===== config.mk =====
export PLATFORM = sky130hd
export DESIGN_NAME = priority_task_table_core
export DESIGN_NICKNAME = d
export VERILOG_FILES = /design/src/rtl/ptt_pkg.sv /design/src/rtl/priority_task_table_core.sv /design/src/rtl/ptt_store.sv
export VERILOG_INCLUDE_DIRS = /design/src /design/src/rtl
export SDC_FILE = /design/constraint.sdc
export NUM_CORES = 2
export LEC_CHECK = 0
export ABC_AREA = 1
export BUFFER_PORTS_ARGS = -buffer_cell sky130_fd_sc_hd__buf_4
export CAP_MARGIN = 20
export CORE_MARGIN = 1.5
export CORE_UTILIZATION = 38
export DETAILED_ROUTE_END_ITERATION = 10
export SETUP_SLACK_MARGIN = 0.15
export SLEW_MARGIN = 15
export SYNTH_ARGS = -nofsm -noshare
export SYNTH_HDL_FRONTEND = slang
export SYNTH_SLANG_ARGS = --single-unit

===== constraint.sdc =====
create_clock -name clk -period 13.7 [get_ports clk]
set_input_delay 2.055 -clock clk [delete_from_list [all_inputs] [get_ports clk]]
set_output_delay 2.055 -clock clk [all_outputs]
set_load 0.02 [all_outputs]

===== src/rtl/priority_task_table_core_macros.svh =====
// Assertion macros for the priority task table core.
`ifndef PRIORITY_TASK_TABLE_CORE_MACROS_SVH
`define PRIORITY_TASK_TABLE_CORE_MACROS_SVH

// Same-cycle implication under reset.
`define PTT_ASSERT_NOW(label, ante, cons, msg) \
	label: assert property (@(posedge clk) disable iff (!arst_n) (ante) |-> (cons)) \
		else $error(msg);

// Next-cycle implication under reset.
`define PTT_ASSERT_NEXT(label, ante, cons, msg) \
	label: assert property (@(posedge clk) disable iff (!arst_n) (ante) |=> (cons)) \
		else $error(msg);

`endif


===== src/rtl/ptt_pkg.sv =====
// Shared types and constants for the priority task table.
`timescale 1ns / 1ps

package ptt_pkg;

	localparam int TABLE_SLOTS_DEF = 32;
	localparam int ID_W            = 16;
	localparam int PRIO_W          = 16;
	localparam int STAMP_W         = 32;

	typedef enum logic [1:0] {
		MODE_ADD    = 2'd0,
		MODE_CANCEL = 2'd1,
		MODE_CHANGE = 2'd2,
		MODE_EXEC   = 2'd3
	} mode_t;

	typedef enum logic [1:0] {
		ST_DONE    = 2'd0,
		ST_IGNORED = 2'd1,
		ST_FULL    = 2'd2,
		ST_EMPTY   = 2'd3
	} status_t;

	typedef enum logic [1:0] {
		S_CLEAR  = 2'd0,
		S_IDLE   = 2'd1,
		S_SCAN   = 2'd2,
		S_UPDATE = 2'd3
	} state_t;

	typedef struct packed {
		logic                     valid;
		logic [ID_W-1:0]          id;
		logic signed [PRIO_W-1:0] prio;
		logic [STAMP_W-1:0]       stamp;
	} slot_t;

endpackage


===== src/rtl/priority_task_table_core.sv =====
// Top level of the priority task table: sequencer, slot scan and result register.
//
//  channel | dir | handshake          | payload
//  s_*     | in  | s_tvalid/s_tready  | tuser: mode; tdata: task_id, task_priority
//  m_*     | out | m_tvalid/m_tready  | tuser: status; tdata: done_id, done_priority
//
// Each request runs through the accept in S_IDLE, a scan in S_SCAN that reads the slot memory
// once per slot and waits out the registered read and a settle step, and the update in S_UPDATE.
// After reset a clearing pass writes every slot and marks all slots free; s_tready
// stays low until it ends. A new request is taken while a result waits on m_*;
// the update cycle holds until the result register is free.
`timescale 1ns / 1ps
`include "priority_task_table_core_macros.svh"

module priority_task_table_core import ptt_pkg::*; #(
	parameter int TABLE_SLOTS = TABLE_SLOTS_DEF
) (
	input  logic        clk,
	input  logic        arst_n,
	input  logic        s_tvalid,
	output logic        s_tready,
	input  logic [31:0] s_tdata,  // [15:0] task_id, [31:16] task_priority
	input  logic [1:0]  s_tuser,  // [1:0] mode
	output logic        m_tvalid,
	input  logic        m_tready,
	output logic [31:0] m_tdata,  // [15:0] done_id, [31:16] done_priority
	output logic [1:0]  m_tuser   // [1:0] status
);

	localparam int AW = $clog2(TABLE_SLOTS);
	localparam int CW = $clog2(TABLE_SLOTS + 1);

	state_t state_q, state_d;

	logic [CW-1:0]            cnt_q;
	logic                     rd_vld_s1;
	logic [AW-1:0]            addr_s1;
	mode_t                    mode_q;
	logic [ID_W-1:0]          id_q;
	logic signed [PRIO_W-1:0] prio_q;
	logic [STAMP_W-1:0]       stamp_q;

	logic                     hit_q;
	logic [AW-1:0]            hit_idx_q;
	logic                     free_q;
	logic [AW-1:0]            free_idx_q;
	logic                     best_q;
	logic [AW-1:0]            best_idx_q;
	logic [ID_W-1:0]          best_id_q;
	logic signed [PRIO_W-1:0] best_prio_q;
	logic [STAMP_W-1:0]       best_stamp_q;

	logic                     out_vld_q;
	status_t                  out_status_q;
	logic [ID_W-1:0]          out_id_q;
	logic signed [PRIO_W-1:0] out_prio_q;

	logic          issue;
	logic          accept;
	logic          upd_fire;
	logic          take_stamp;
	status_t       status_d;
	logic          wr_en;
	logic [AW-1:0] wr_addr;
	slot_t         wr_data;
	slot_t         rd_data;
	logic          better;

	ptt_store #(
		.TABLE_SLOTS(TABLE_SLOTS),
		.AW         (AW)
	) u_store (
		.clk    (clk),
		.wr_en  (wr_en),
		.wr_addr(wr_addr),
		.wr_data(wr_data),
		.rd_addr(cnt_q[AW-1:0]),
		.rd_data(rd_data)
	);

	assign issue  = (state_q == S_SCAN) && (cnt_q < CW'(TABLE_SLOTS));
	assign accept = s_tvalid && s_tready;

	assign better = !best_q || (rd_data.prio > best_prio_q) ||
		((rd_data.prio == best_prio_q) && (rd_data.stamp < best_stamp_q));

	always_ff @(posedge clk or negedge arst_n) begin
		if (!arst_n) begin
			state_q <= S_CLEAR;
		end else begin
			state_q <= state_d;
		end
	end

	always_comb begin
		state_d    = state_q;
		s_tready   = 1'b0;
		upd_fire   = 1'b0;
		take_stamp = 1'b0;
		status_d   = ST_DONE;
		wr_en      = 1'b0;
		wr_addr    = cnt_q[AW-1:0];
		wr_data    = '0;
		case (state_q)
			S_CLEAR: begin
				wr_en = 1'b1;
				if (cnt_q[AW-1:0] == AW'(TABLE_SLOTS - 1)) begin
					state_d = S_IDLE;
				end
			end
			S_IDLE: begin
				s_tready = 1'b1;
				if (s_tvalid) begin
					state_d = S_SCAN;
				end
			end
			S_SCAN: begin
				if (!issue && !rd_vld_s1) begin
					state_d = S_UPDATE;
				end
			end
			S_UPDATE: begin
				upd_fire = !out_vld_q || m_tready;
				case (mode_q)
					MODE_ADD: begin
						if (hit_q) begin
							status_d = ST_IGNORED;
						end else if (!free_q) begin
							status_d = ST_FULL;
						end else begin
							wr_en      = upd_fire;
							take_stamp = upd_fire;
							wr_addr    = free_idx_q;
							wr_data    = '{valid: 1'b1, id: id_q, prio: prio_q, stamp: stamp_q};
						end
					end
					MODE_CANCEL: begin
						if (!hit_q) begin
							status_d = ST_IGNORED;
						end else begin
							wr_en   = upd_fire;
							wr_addr = hit_idx_q;
						end
					end
					MODE_CHANGE: begin
						if (!hit_q) begin
							status_d = ST_IGNORED;
						end else begin
							wr_en      = upd_fire;
							take_stamp = upd_fire;
							wr_addr    = hit_idx_q;
							wr_data    = '{valid: 1'b1, id: id_q, prio: prio_q, stamp: stamp_q};
						end
					end
					default: begin
						if (!best_q) begin
							status_d = ST_EMPTY;
						end else begin
							wr_en   = upd_fire;
							wr_addr = best_idx_q;
						end
					end
				endcase
				if (upd_fire) begin
					state_d = S_IDLE;
				end
			end
			default: begin
				state_d = S_IDLE;
			end
		endcase
	end

	always_ff @(posedge clk or negedge arst_n) begin
		if (!arst_n) begin
			cnt_q     <= '0;
			rd_vld_s1 <= 1'b0;
			hit_q     <= 1'b0;
			free_q    <= 1'b0;
			best_q    <= 1'b0;
			stamp_q   <= '0;
			out_vld_q <= 1'b0;
		end else begin
			rd_vld_s1 <= issue;
			case (state_q)
				S_CLEAR: cnt_q <= cnt_q + CW'(1);
				S_IDLE:  cnt_q <= '0;
				S_SCAN:  if (issue) cnt_q <= cnt_q + CW'(1);
				default: cnt_q <= cnt_q;
			endcase
			if (accept) begin
				hit_q  <= 1'b0;
				free_q <= 1'b0;
				best_q <= 1'b0;
			end else if (rd_vld_s1) begin
				if (rd_data.valid && (rd_data.id == id_q) && !hit_q) begin
					hit_q <= 1'b1;
				end
				if (!rd_data.valid && !free_q) begin
					free_q <= 1'b1;
				end
				if (rd_data.valid && better) begin
					best_q <= 1'b1;
				end
			end
			if (take_stamp && (stamp_q != '1)) begin
				stamp_q <= stamp_q + STAMP_W'(1);
			end
			if (upd_fire) begin
				out_vld_q <= 1'b1;
			end else if (m_tready) begin
				out_vld_q <= 1'b0;
			end
		end
	end

	always_ff @(posedge clk) begin
		addr_s1 <= cnt_q[AW-1:0];
		if (accept) begin
			mode_q <= mode_t'(s_tuser);
			id_q   <= s_tdata[15:0];
			prio_q <= s_tdata[31:16];
		end
		if (rd_vld_s1) begin
			if (rd_data.valid && (rd_data.id == id_q) && !hit_q) begin
				hit_idx_q <= addr_s1;
			end
			if (!rd_data.valid && !free_q) begin
				free_idx_q <= addr_s1;
			end
			if (rd_data.valid && better) begin
				best_idx_q   <= addr_s1;
				best_id_q    <= rd_data.id;
				best_prio_q  <= rd_data.prio;
				best_stamp_q <= rd_data.stamp;
			end
		end
		if (upd_fire) begin
			out_status_q <= status_d;
			if ((mode_q == MODE_EXEC) && best_q) begin
				out_id_q   <= best_id_q;
				out_prio_q <= best_prio_q;
			end else begin
				out_id_q   <= '0;
				out_prio_q <= '0;
			end
		end
	end

	assign m_tvalid = out_vld_q;
	assign m_tuser  = out_status_q;
	assign m_tdata  = {out_prio_q, out_id_q};

	`PTT_ASSERT_NEXT(a_accept_scans, s_tvalid && s_tready, state_q == S_SCAN, "accept did not start scan")
	`PTT_ASSERT_NOW(a_no_write_in_scan, state_q == S_SCAN, !wr_en, "slot write during scan")
	`PTT_ASSERT_NEXT(a_stamp_monotone, 1'b1, stamp_q >= $past(stamp_q), "stamp went backward")
	`PTT_ASSERT_NOW(a_empty_zero, m_tvalid && (m_tuser == ST_EMPTY), m_tdata == 32'd0, "empty result carries data")

endmodule


===== src/rtl/ptt_store.sv =====
// Slot memory: one write port, one registered read port.
`timescale 1ns / 1ps

module ptt_store import ptt_pkg::*; #(
	parameter int TABLE_SLOTS = TABLE_SLOTS_DEF,
	parameter int AW          = $clog2(TABLE_SLOTS)
) (
	input  logic          clk,
	input  logic          wr_en,
	input  logic [AW-1:0] wr_addr,
	input  slot_t         wr_data,
	input  logic [AW-1:0] rd_addr,
	output slot_t         rd_data
);

	slot_t mem_q [TABLE_SLOTS];

	always_ff @(posedge clk) begin
		if (wr_en) begin
			mem_q[wr_addr] <= wr_data;
		end
	end

	always_ff @(posedge clk) begin
		rd_data <= mem_q[rd_addr];
	end

endmodule

## After elaboration in Yosys (flattened, before gate mapping)

Memories as Yosys holds them, arrays and structs flattened. A register that Yosys moved wholly into a read port is not among the register bits.
Cells that the tools add are included.
Widths: inputs -> output; s select.

| operators by class | value |
|---|---|
| reduce and logical (&&, ||, !) cells | 37 |
| $add $sub $neg | 2 |
| order comparisons | 3 |
| eq/ne operators | 15 |
| mux-type cells | 46 |

Operators with widths:

| cell | number |
|---|---|
| $mux 65 | 4 |
| $pmux 65 s2 | 1 |
| $add 32x1->32 const B | 1 |
| $eq 16x16->1 | 2 |
| $lt 32x32->1 | 1 |
| $ne 32x32->1 const B | 1 |
| $mux 5 | 5 |
| $mux 1 | 21 |
| $pmux 6 s3 | 1 |
| $gt 16x16->1 | 1 |
| $mux 2 | 7 |
| $reduce_and 2->1 | 7 |
| $logic_and 1x1->1 | 10 |
| $pmux 5 s2 | 1 |
| $reduce_bool 2->1 | 5 |
| $eq 2x2->1 const B | 4 |
| $ne 2x2->1 const B | 4 |
| $pmux 2 s4 | 1 |
| $logic_not 1->1 | 7 |
| $add 6x1->6 const B | 1 |
| $lt 6x6->1 const B | 1 |
| $mux 6 | 1 |
| $pmux 1 s2 | 3 |
| $eq 5x5->1 const B | 1 |
| other kinds (8) | 12 |

| storage, ports and cells | value |
|---|---|
| bits in writable memories | 2080 |
| memories kept | 1 |
| input bits | 38 |
| output and inout bits | 36 |
| register bits | 197 |
| logic and storage cells | 125 |

Memories:

| memory | words | bits a word | rd ports | clocked after memory_dff | write ports | line | RTL |
|---|---|---|---|---|---|---|---|
| u_store.mem_q | 32 | 65 | 1 | 1 | 1 | ptt_store.sv:16 | `slot_t mem_q [TABLE_SLOTS];` |

## Logic depth before layout (Yosys ltp)

| depth | value |
|---|---|
| depth in word-level cells | 8 |
| depth in mapped cells | 15 |
| depth with buffers taken out | 15 |

## Cells and area by module

A second synthesis with hierarchy kept.

| second synthesis, totals | value |
|---|---|
| cell total of the unflattened synthesis | 7849 |
| area total of the unflattened synthesis | 94480.6 µm² |

Modules (own cells, without submodules):

| module | area each (µm²) | cells an instance | times used |
|---|---|---|---|
| ptt_store | 84659.9 | 6866 | 1 |
| priority_task_table_core | 9820.7 | 983 | 1 |

## Least setup slack after synthesis

No wires, ideal clock.

| timing | value |
|---|---|
| path type | input -> register |
| start point | input m_tready |
| end point | memory u_store.mem_q[23][0] (netlist name), enable pin |
| library setup time | 489 ps |
| path buffers | 0 |
| arrival | 7010 ps |
| cell stages on the path | 8 |
| setup slack | 6202 ps |
| cells stage by stage | nor2_1 > nor2_1 > nand3_1 > nand2_1 > nand2_1 > a21oi_1 > nand2_2 > nor2_1 |

| on the way | value |
|---|---|
| word-level cells in the longest chain between the ends | 7 |
| elaborated cells between the ends (all ways) | 9 |

RTL lines:

| element | line | RTL |
|---|---|---|
| start, declared | priority_task_table_core.sv:25 | `input logic m_tready,` |
| $logic_or 1x1->1 (*) | priority_task_table_core.sv:123 | `upd_fire = !out_vld_q \|\| m_tready;` |
| $mux 1 | priority_task_table_core.sv:128 | `end else if (!free_q) begin` |
| $mux 1 | priority_task_table_core.sv:126 | `if (hit_q) begin` |
| $pmux 1 s2 (*) | priority_task_table_core.sv:124 | `case (mode_q)` |
| $pmux 1 s2 (*) | priority_task_table_core.sv:104 | `case (state_q)` |
| $mux 1 (*) | ptt_store.sv:19 | `if (wr_en) begin` |
| $mux 1 (not written as such) (*) | ptt_store.sv:20 | `mem_q[wr_addr] <= wr_data;` |
| end, declared | ptt_store.sv:16 |  |

Every way passes the cells marked *; elsewhere a longest branch is shown, timed or not.

## Worst setup path after layout

| timing | value |
|---|---|
| start point | input m_tready |
| end point | memory u_store.mem_q[7][11] (netlist name), enable pin |

The elaborated chain is that of the path after synthesis.

==> flow_summary.ini <==
[power]
power_w = 0.0204
power_density_nw_per_um2 = 197
p_sw_w = 0.00710
ir_worst_vdd_v = 0.000165
pwr-share-seq = 0.424
p_int_w = 0.0133
power_switching_share = 0.348
power_frac_comb = 0.271
power.share.clock = 0.305
p_leak_nw = 32.5

[grt]
grt_pass1_wl_mm = 367
grt_pass1_vias = 56114
grt_max_degree = 202
antenna_found_initial = 6
grt-ovfl-total = 0
grt_use_total = 0.199

[timing]
worstMarginPinSlew_ns = 1.21
hold_violations = 0
whs_ns = 0.414
setup_violations = 0
period_share = 0.393
fmax_mhz = 186
rsz0062_at_grt = no
drv_slew = 0
finalSetupTns_ns = 0
finClkSkew_ns = 0.0569
relSlewSlack = 0.194
min_period_ns = 5.38

[setup_path]
crit_path_end_kind = flop
cp.arrival_ns = 5.83
startpoint_type = primary input
slowest_stage = buf_4
worst_ep_required_time_ns = 14.15
crit_chain = buf_4 > nor2_1 > nor2_4 > nand3_1 > nand2_1 > nand2_1 > a21oi_1 > nand2_2 > nor2_4 > buf_4
critPathMaxFanout = 46
cpPeakStageDelay_ns = 0.95
critPathKind = primary input to flop

[clock_network]
postCtsSetupBuffers = 0
ctsLongestPathBuffers = 3
cts.sinks = 2342
root_buffer = clkbuf_16
numCtsBuffers = 226
insertion_delay_ns = 0.89
ctsHoldBuffers = 0
cts_tree = yes
cts_resized = 0
path_clk_slew_ns = 0.06
cts_htree_levels = 4

[detailed_routing]
avgViaCountPerCell = 5.53
wire_per_inst_um = 23.9
num_vias = 57840
final_antenna_net_count = 0
firstDrtPassIters = 8
wirelength_mm = 249
post-route-drc-count = 0
drtIter0Drc = 6408

[synth]
synthTopCellsByCount = edfxtp_1, nor2_1, o21ai_0
synthFlopType = edfxtp_1
yosysMostFrequentCell = edfxtp_1
synth.distinct_cells = 40
avgSynthCellArea_um2 = 13.0
synth_cells = 7070
yosysTopAreaCellShare = 0.726
ys_seq_elements = 2342
syn-cell-area_um2 = 92100
yosysWarnings = 0
synth_top_cell_by_area = edfxtp_1
async_flop_share = 0.0192
netlist_top_cells_area = edfxtp_1, o21ai_0, nor2_1, o22ai_1, nand2_1
synth_nets = 7168
synth-edff-count = 2227
synth-seq-area-share = 0.754

[placed_design]
place_area_um2 = 96000
port_buffers = 73
gp_congestion = 0.799
hpwl_mm = 129

[cells_and_area]
finalInstanceArea_um2 = 104000
fin_nets = 7164
drive_gt1_frac = 0.0888
finish.utilization = 0.430
synthToLayoutAreaGrowth_pct = 12.4
fill_cells = 21632

[status]
status = finished, final reports clean

[floorplan]
die-height_um = 495
dieArea_um2 = 245000
num_rows = 180
placeableCoreArea_um2 = 241000
die_width_um = 495
io_pins = 74
initial_core_util = 0.382

[hold_path]
hp-class = flop to flop

[job]
drv_cap = 0
[power groups by stage]
stage / combinational [W] / sequential, W / clock (W)
finish: 0.00553 / 0.00866 / 0.00621
detailed placement: 0.00548 / 0.00881 / 0
floorplan: 0.00371 / 0.00873 / 0
global route: 0.00605 / 0.00870 / 0.00656
global placement: 0.00541 / 0.00880 / 0
CTS: 0.00551 / 0.00866 / 0.00629
[worst paths after layout]
| path | start | to | slack, ns | cells after the start |
|---|---|---|---|---|
| max reg2reg | cnt_q[0]$_DFFE_PN0P_ | u_store.mem_q[5][23]$_DFFE_PP_ | 8.54 | 8 |
| min reg2reg | u_store.rd_data[3]$_DFF_P_ | best_stamp_q[3]$_DFFE_PP_ | 0.41 | 0 |
| max | m_tready | u_store.mem_q[7][11]$_DFFE_PP_ | 8.32 | 10 |
| min in group asynchronous | arst_n | stamp_q[9]$_DFFE_PN0P_ | 1.24 | 1 |
| max in group asynchronous | arst_n | cnt_q[4]$_DFFE_PN0P_ | 11.80 | 1 |
| min | u_store.rd_data[3]$_DFF_P_ | best_stamp_q[3]$_DFFE_PP_ | 0.41 | 0 |
[metrics by stage]
| step | cells | setup slack [ns] |
|---|---|---|
| floorplan | 7070 | 6.20 |
| global placement | 10017 | 7.39 |
| detailed placement | 10020 | 7.44 |
| CTS | 10445 | 8.36 |
| global route | 10448 | 8.17 |
| finish | 10454 | 8.32 |
[cell usage in the layout (no fill, tap or decap), drive strengths merged, types with 16 or more instances in the layout]
cell and count:
o22ai 459, nor2 1319, nand3 251, xor2 32, o221ai 97, ha 60, buf 231, nand2 542
clkbuf 283, edfxtp 2227, a21oi 37, inv 205, nor3 16, dfxtp 70, bufinv 18, o21ai 1210
dfrtp 45, clkinv 103
[cells by family (layout without fill, tap and decap cells)]
logic type,count (synthesis),after routing,share of synthesized area
other,0,6,0
AO/OA/AOI/OAI,1815,1815,0.109
XOR/XNOR,38,38,0.00362
buffers and inverters,659,852,0.0325
adder cells (fa/ha/maj),60,60,0.00815
AND/OR/NAND/NOR,2156,2156,0.0926
flip-flops,2342,2342,0.754
[layer usage]
metal,share of wire,GRT usage
met1,0.44,0.280
met2,0.47,0.321
met3,0.075,0.0306
met4,0.021,0.0548
met5,0,0
[critical path: cells and delay by family]
kind / cells / cell delay [ns]
and+or+nand+nor: 7 / 2.27
AOI/OAI and AO/OA: 1 / 0.26
buffers and inverters: 2 / 1.04
[sequential cells by signal, summed over array words and instances (netlist names), 2 cells and up]
signal,flops
prio_q,16
stamp_q,32
best_idx_q,5
cnt_q,6
out_prio_q,16
out_id_q,16
addr_s1,5
hit_idx_q,5
best_stamp_q,32
u_store.mem_q,2080
state_q,2
u_store.rd_data,65
best_prio_q,16
mode_q,2
best_id_q,16
m_tuser,2
free_idx_q,5
id_q,16
[cell type report]
class,count,area (um2),share of cell area
sequential,2342,69400,0.671
multi-input combinational,4069,20000,0.193
clock buffer,283,6060,0.0586
tap,3185,3990,0.0385
timing repair buffer,231,1930,0.0187
clock inverter,142,1330,0.0128
inverter,196,777,0.00751
antenna,6,15.0,0.000145
(Power assumes the default switching activity.)
